**src/hw/rtl/tcw_pkg.sv**
```systemverilog
// Shared types and constants for the text console writer.
package tcw_pkg;

    // Field widths fixed by the port list.
    localparam int KIND_W    = 2;
    localparam int CHAR_W    = 8;
    localparam int INDEX_W   = 11;
    localparam int CELL_W    = 16;
    localparam int COLOR_W   = 8;
    localparam int ROW_OUT_W = 5;
    localparam int COL_OUT_W = 7;

    // Character codes and cell defaults.
    localparam logic [CHAR_W-1:0]  CH_NEWLINE  = 8'd10;
    localparam logic [CHAR_W-1:0]  CH_TAB      = 8'd9;
    localparam logic [CHAR_W-1:0]  CH_SPACE    = 8'd32;
    localparam logic [COLOR_W-1:0] RESET_COLOR = 8'd7;
    localparam int                 TAB_STEP    = 4;

    typedef enum logic [KIND_W-1:0] {
        KIND_PUT   = 2'd0,
        KIND_READ  = 2'd1,
        KIND_CLEAR = 2'd2,
        KIND_NOP   = 2'd3
    } t_kind;

    typedef enum logic [2:0] {
        ST_INIT,
        ST_IDLE,
        ST_READ,
        ST_FILL,
        ST_SCROLL,
        ST_BLANK
    } t_state;

    typedef enum logic [1:0] {
        PTR_HOLD,
        PTR_ZERO,
        PTR_ROW1,
        PTR_LASTROW
    } t_ptr_sel;

    typedef struct packed {
        logic     accept;       // request taken this cycle
        logic     fill;         // write a blank at the sweep pointer
        logic     fill_reset;   // blank uses the reset color
        logic     copy;         // read one cell for the scroll copy
        logic     finish;       // load the result registers
        logic     res_read;     // result carries the read data
        logic     res_scrolled; // result flags a scroll
        t_ptr_sel ptr_sel;
    } t_cmd;

    typedef struct packed {
        logic put_scroll;   // current put would move below the last row
        logic ptr_at_last;  // sweep pointer on the last cell
        logic fill_last;    // last blank write happens this cycle
    } t_status;

endpackage

```
**src/hw/rtl/tcw_ctrl.sv**
```systemverilog
// Sequencing state machine for the text console writer.
module tcw_ctrl
    import tcw_pkg::*;
(
    input  logic                i_clk,
    input  logic                i_rst_n,
    input  logic                start,
    output logic                busy,
    input  logic [KIND_W-1:0]   i_kind,
    input  t_status             i_status,
    output t_cmd                o_cmd
);

    t_state r_state;
    t_state n_state;

    always_ff @(posedge i_clk) begin
        if (!i_rst_n) begin
            r_state <= ST_INIT;
        end else begin
            r_state <= n_state;
        end
    end

    always_comb begin
        n_state = r_state;
        o_cmd   = '0;
        o_cmd.ptr_sel = PTR_HOLD;
        busy    = 1'b1;
        unique case (r_state)
            ST_INIT: begin
                o_cmd.fill       = 1'b1;
                o_cmd.fill_reset = 1'b1;
                if (i_status.fill_last) begin
                    n_state = ST_IDLE;
                end
            end
            ST_IDLE: begin
                busy = 1'b0;
                if (start) begin
                    o_cmd.accept = 1'b1;
                    unique case (t_kind'(i_kind))
                        KIND_PUT: begin
                            if (i_status.put_scroll) begin
                                o_cmd.ptr_sel = PTR_ROW1;
                                n_state       = ST_SCROLL;
                            end else begin
                                o_cmd.finish = 1'b1;
                            end
                        end
                        KIND_READ: begin
                            n_state = ST_READ;
                        end
                        KIND_CLEAR: begin
                            o_cmd.ptr_sel = PTR_ZERO;
                            n_state       = ST_FILL;
                        end
                        KIND_NOP: begin
                            o_cmd.finish = 1'b1;
                        end
                    endcase
                end
            end
            ST_READ: begin
                o_cmd.finish   = 1'b1;
                o_cmd.res_read = 1'b1;
                n_state        = ST_IDLE;
            end
            ST_FILL: begin
                o_cmd.fill = 1'b1;
                if (i_status.fill_last) begin
                    o_cmd.finish = 1'b1;
                    n_state      = ST_IDLE;
                end
            end
            ST_SCROLL: begin
                o_cmd.copy = 1'b1;
                if (i_status.ptr_at_last) begin
                    o_cmd.ptr_sel = PTR_LASTROW;
                    n_state       = ST_BLANK;
                end
            end
            ST_BLANK: begin
                o_cmd.fill = 1'b1;
                if (i_status.fill_last) begin
                    o_cmd.finish       = 1'b1;
                    o_cmd.res_scrolled = 1'b1;
                    n_state            = ST_IDLE;
                end
            end
            default: begin
                n_state = ST_INIT;
            end
        endcase
    end

endmodule

```
**config.mk**
```make
export PLATFORM = sky130hd
export DESIGN_NAME = tcw_ctrl
export DESIGN_NICKNAME = d
export VERILOG_FILES = /design/src/hw/rtl/tcw_pkg.sv /design/src/hw/rtl/tcw_ctrl.sv
export SDC_FILE = /design/constraint.sdc
export NUM_CORES = 1
export LEC_CHECK = 0
export ABC_CLOCK_PERIOD_IN_PS = 2300
export BUFFER_PORTS_ARGS = -buffer_cell sky130_fd_sc_hd__buf_2
export CORE_AREA = 2 2 39 41
export DETAILED_ROUTE_END_ITERATION = 16
export DIE_AREA = 0 0 41 43
export PLACE_DENSITY = 0.58
export SLEW_MARGIN = 20
export SYNTH_ARGS = -nofsm -noshare
export SYNTH_HDL_FRONTEND = slang
export SYNTH_SLANG_ARGS = --single-unit
```
**constraint.sdc**
```tcl
create_clock -name i_clk -period 2.3 [get_ports i_clk]
set_input_delay 0.46 -clock i_clk [delete_from_list [all_inputs] [get_ports i_clk]]
set_output_delay 0.46 -clock i_clk [all_outputs]
set_load 0.01 [all_outputs]
```
==> results of run 1 <==
[final cells by class]
class	instances	area, µm²	share of cell area (%)
Timing Repair Buffer	18	92.6	16.6
Multi-Input combinational cell	49	344	61.7
Inverter	4	15.0	2.69
Sequential cell	3	60.1	10.8
Tap cell	16	20.0	3.59
Clock buffer	4	26.3	4.71
[cells by family after synthesis]
kind of cell               after synthesis  share of synthesized area (%)
buffers and inverters                    7                           7.98
DFF                                      3                           13.7
AOI/OAI and AO/OA                       11                           18.5
and+or+nand+nor                         27                           32.2
adders and majority gates                5                           14.2
muxes                                    5                           11.4
xor gates and xnor gates                 1                           1.99
[layout by cell type, fill, tap and decap left out, drive strengths merged]
| cell | count |
|---|---|
| buf | 18 |
| nor2 | 7 |
| nand2b | 6 |
| nand2 | 6 |
| mux2i | 5 |
| ha | 5 |
| inv | 4 |
| clkbuf | 4 |
| a21oi | 3 |
| dfxtp | 3 |
| nand3b | 2 |
| o311ai | 2 |
| and2b | 1 |
| nor3b | 1 |
| o2111ai | 1 |
| nor2b | 1 |
| o211ai | 1 |
| a31o | 1 |
| nor3 | 1 |
| xor2 | 1 |
| nand3 | 1 |
| and3 | 1 |
| o211a | 1 |
| o31a | 1 |
| o21ai | 1 |
[power groups by stage]
stage	sequential, mW	combinational, mW	clock (mW)
after global routing	0.114	0.286	0.109
after CTS	0.110	0.259	0.0986
after floorplan	0.0771	0.218	0
after global placement	0.110	0.257	0
final	0.110	0.257	0.0924
after detailed placement	0.110	0.258	0
[metal layers]
| layer | vias up | GRT usage, % | part of all wire (%) |
|---|---|---|---|
| li1 | 242 | - | - |
| met1 | 201 | 14.0 | 46 |
| met2 | 14 | 19.7 | 47 |
| met3 | 0 | 4.71 | 6.5 |
| met4 | 0 | 4.67 | 0 |
| met5 | - | 0 | 0 |
[final timing paths]
check | startpoint | end | slack [ns]
worst max-delay path | i_kind[0] | o_cmd[4] | 0.30
worst max register to register | r_state[2] | r_state[2] | 0.83
worst min-delay path | i_rst_n | r_state[1] | 0.51
worst min register to register | r_state[0] | r_state[0] | 0.63
==> metrics.cfg, run 1 <==
[yosys]
syn_area_um2=439
synth-edff-count=0
synth_seq_area_share_pct=13.7
synth_cells=59
synth_ff_type=dfxtp_1
ys_types=29
yosysTopAreaCell=ha_1
synth_area_leaders=ha_1, dfxtp_1, mux2i_1
async_flop_share_pct=0
synth_commonest_cells=nand2_1, nand2b_1, nor2_1, ha_1, mux2i_1
synth-seq-cells=3
postSynthAreaPerCell_um2=7.44
synth_top_area_share_pct=14.2
synth_fp_nets=72
yosysWarnings=0

[cells_and_area]
regMostFlops=r_state
diodes=0
fill_cells=154
largestRegisters=r_state: 3 flops
largest_reg_flops=3
drive_gt1_share_pct=29.5
syn_to_final_growth_pct=27.1
stdcell_count=94
nets=92
final_util_pct=40.3
fin_area_um2=558

[global_route]
grt_pass1_vias=389
grt_pass1_wl_um=1480
grt_overflow=0
grtUsageTotal_pct=12.3
grt_max_degree=15
antenna_found_initial=0

[setup_path]
end_kind=output port
cpLargestDelayFamily=adder cells
path_buf_inv=3
path_depth=8
crit_top_cell=buf_2
cpPeakStageDelay_ns=0.35
cp.required_ns=1.84
worstPathCellList=buf_2, inv_1, ha_1, nor2_1, o211ai_1, a21oi_1, a31o_1, buf_2
crit_type=primary input to output port
cp.arrival_ns=1.54
r2r_cells=4
crit_fanout=4
slowest_stage=ha_1
startpoint_type=primary input

[run]
cap_violations=0

[cts]
path_clk_slew_ns=0.04
cts_buffers=3
post_cts_resized=0
htree_levels=1
cts_sinks=3
clock_path_buffers=2
cts_root_buf=clkbuf_4
clkLatencyLatePin_ns=0.23
cts_hold_buf=0
post_cts_buffers=0
cts_tree=done

[placed_design]
placed_cell_area_um2=532
io_buffers=17
pre_cts_ws_ns=0.290
routabilityCongestion=0.708
dp_hpwl_um=778
placedCellCount=90

[timing]
slew_viol_final=0
rsz0062_at_grt=no
timing.hold.ws_ns=0.513
setup_viol=0
tns_ns=0
fin_skew_ns=0.00168
worstMarginPinSlew_ns=0.463
final.min_clock_period_ns=2.00
relSlewSlack_pct=69.1
fmaxAchievable_mhz=500
fin_crit_sh_pct=87.0
hold_violations=0
setup_ws_ns=0.299

[pwr]
power_mw=0.459
seqPwrFrac_pct=23.9
switching_share_pct=44.6
clock_power_share_pct=20.1
powerDensity_nw_per_um2=822
p_int_mw=0.254
p_leak_nw=0.291
ir_worst_vdd_uv=481
power.switching_mw=0.204
pwr-share-comb_pct=55.9

[routing]
first_pass_iters=4
avgRoutedWirePerCell_um=10.7
drt_iter0_drc=1
route.vias.total=457
drcViolationCount=0
viasPerCell=4.86
drt_wl_total_um=1010
antenna_left=0

[die]
start_util_pct=31.7
die_area_um2=1760
fp.dieW_um=41
ios=18
core_um2=1380
rows=14
die_height_um=43

[min_path]
hold_path_class=primary input to flop
hold_path_depth=2

[outcome]
outcome=finished clean

Power figures use the tool's default switching activity.
==> run 2, diff against run 1 <==
--- a/config.mk
+++ b/config.mk
@@ -7,9 +7,10 @@
 export LEC_CHECK = 0
 export ABC_CLOCK_PERIOD_IN_PS = 2300
 export BUFFER_PORTS_ARGS = -buffer_cell sky130_fd_sc_hd__buf_2
-export CORE_AREA = 2 2 39 41
+export CAP_MARGIN = 30
+export CORE_AREA = 4 4 41 43
 export DETAILED_ROUTE_END_ITERATION = 16
-export DIE_AREA = 0 0 41 43
+export DIE_AREA = 0 0 45 47
 export PLACE_DENSITY = 0.58
 export SLEW_MARGIN = 20
 export SYNTH_ARGS = -nofsm -noshare
==> constraint.sdc (replaced) <==
create_clock -name i_clk -period 2.3 [get_ports i_clk]
set_input_delay 0.23 -clock i_clk [delete_from_list [all_inputs] [get_ports i_clk]]
set_output_delay 0.23 -clock i_clk [all_outputs]
set_load 0.01 [all_outputs]
==> metrics.cfg, run 2 (synthesis gave the netlist of run 1 again) <==
[outcome]
outcome=finished clean

[routing]
drt_wl_total_um=1060
drt_iter0_drc=8
viasPerCell=4.92
first_pass_iters=3
drcViolationCount=0
antenna_left=0
route.vias.total=453
avgRoutedWirePerCell_um=11.5

[cells_and_area]
drive_gt1_share_pct=28.6
syn_to_final_growth_pct=25.1
nets=91
final_common_cell=buf_2
regMostFlops=r_state
largest_reg_flops=3
diodes=0
layout_common_cells=buf_2, nand2b_1, nor2_1, nand2_1
largestRegisters=r_state: 3 flops

[cts]
clkLatencyLatePin_ns=0.23
cts_hold_buf=0
cts_sinks=3
cts_root_buf=clkbuf_4
post_cts_buffers=0
post_cts_resized=0
cts_buffers=3
clock_path_buffers=2
htree_levels=1
cts_tree=done
path_clk_slew_ns=0.04

[timing]
setup_ws_ns=0.578
slew_viol_final=0
relSlewSlack_pct=67.7
hold_violations=0
worstMarginPinSlew_ns=0.483
final.min_clock_period_ns=1.72
fin_skew_ns=0.00205
tns_ns=0
fin_crit_sh_pct=74.9
setup_viol=0
fmaxAchievable_mhz=581
rsz0062_at_grt=no

[global_route]
grt_pass1_wl_um=1770
grt_overflow=0
grtUsageTotal_pct=11.6
antenna_found_initial=0
grt_max_degree=16
grt_pass1_vias=390

[setup_path]
worstPathCellList=nand2b_1, a21oi_1, a31o_1, buf_2
cpLargestDelayFamily=flip-flops
path_buf_inv=1
cpPeakStageDelay_ns=0.61
crit_fanout=15
cp.required_ns=2.07
end_kind=output port
startpoint_type=flop
slowest_stage=dfxtp_1
crit_type=flop to output port
cp.arrival_ns=1.49

[pwr]
powerDensity_nw_per_um2=837
power_mw=0.460
p_leak_nw=0.285
ir_worst_vdd_uv=427

[run]
cap_violations=0

[die]
start_util_pct=33.7
die_height_um=47
die_area_um2=2120
core_um2=1300
ios=18
fp.dieW_um=45
rows=13

[placed_design]
pre_cts_ws_ns=0.745
routabilityCongestion=0.766
dp_hpwl_um=816
io_buffers=17

[min_path]
hold_path_class=primary input to flop

==> run 2: changes by cell type in the layout (fill, tap and decap cells not counted) <==
cell   previous run  this run
buf_4             1         0
==> run 2: metrics by stage <==
| stage | cell area [µm²] | utilization [%] | hold slack (ns) | instances |
|---|---|---|---|---|
| after floorplan | 439 | - | 0.376 | 59 |
| after global placement | 523 | 40.2 | 0.522 | 88 |
| after detailed placement | 523 | 40.2 | 0.525 | 88 |
| after CTS | 549 | 42.2 | 0.271 | 92 |
| after global routing | 549 | 42.2 | 0.299 | 92 |
| final | 549 | 42.2 | 0.283 | 92 |
==> run 2: worst register-to-register path: stages (launching register included) <==
cell      delay, ns
dfxtp_1        0.60
and2b_1        0.27
o311ai_1       0.08
o31a_1         0.23
mux2i_1        0.20
==> run 2: area by class of cell <==
type / count / area [µm²]
Multi-Input combinational cell: 49 / 344
Clock buffer: 4 / 26.3
Inverter: 4 / 15.0
Fill cell: 148 / 752
Sequential cell: 3 / 60.1
Tap cell: 15 / 18.8
Timing Repair Buffer: 17 / 85.1
==> run 2: worst paths after layout <==
| path | from | endpoint | slack [ns] | cells past startpoint |
|---|---|---|---|---|
| hold / removal | i_rst_n | r_state[1] | 0.28 | 2 |
| setup reg to reg | r_state[2] | r_state[0] | 0.85 | 4 |
| setup / recovery | r_state[1] | o_cmd[4] | 0.58 | 4 |
| hold reg to reg | r_state[0] | r_state[0] | 0.64 | 2 |
==> run 2: metal layers <==
metal / wire, µm / vias up / global-route usage, %
met5: 0 / - / 0
met4: 0 / 0 / 7.02
met3: 66 / 0 / 2.68
met2: 460 / 14 / 15.8
met1: 528 / 198 / 16.2
li1: - / 241 / -
==> run 2: power breakdown <==
group / switching, mW / internal, mW
Combinational: 0.129 / 0.121
Sequential: 0.0481 / 0.0667
Clock: 0.0294 / 0.0651
Total: 0.207 / 0.253
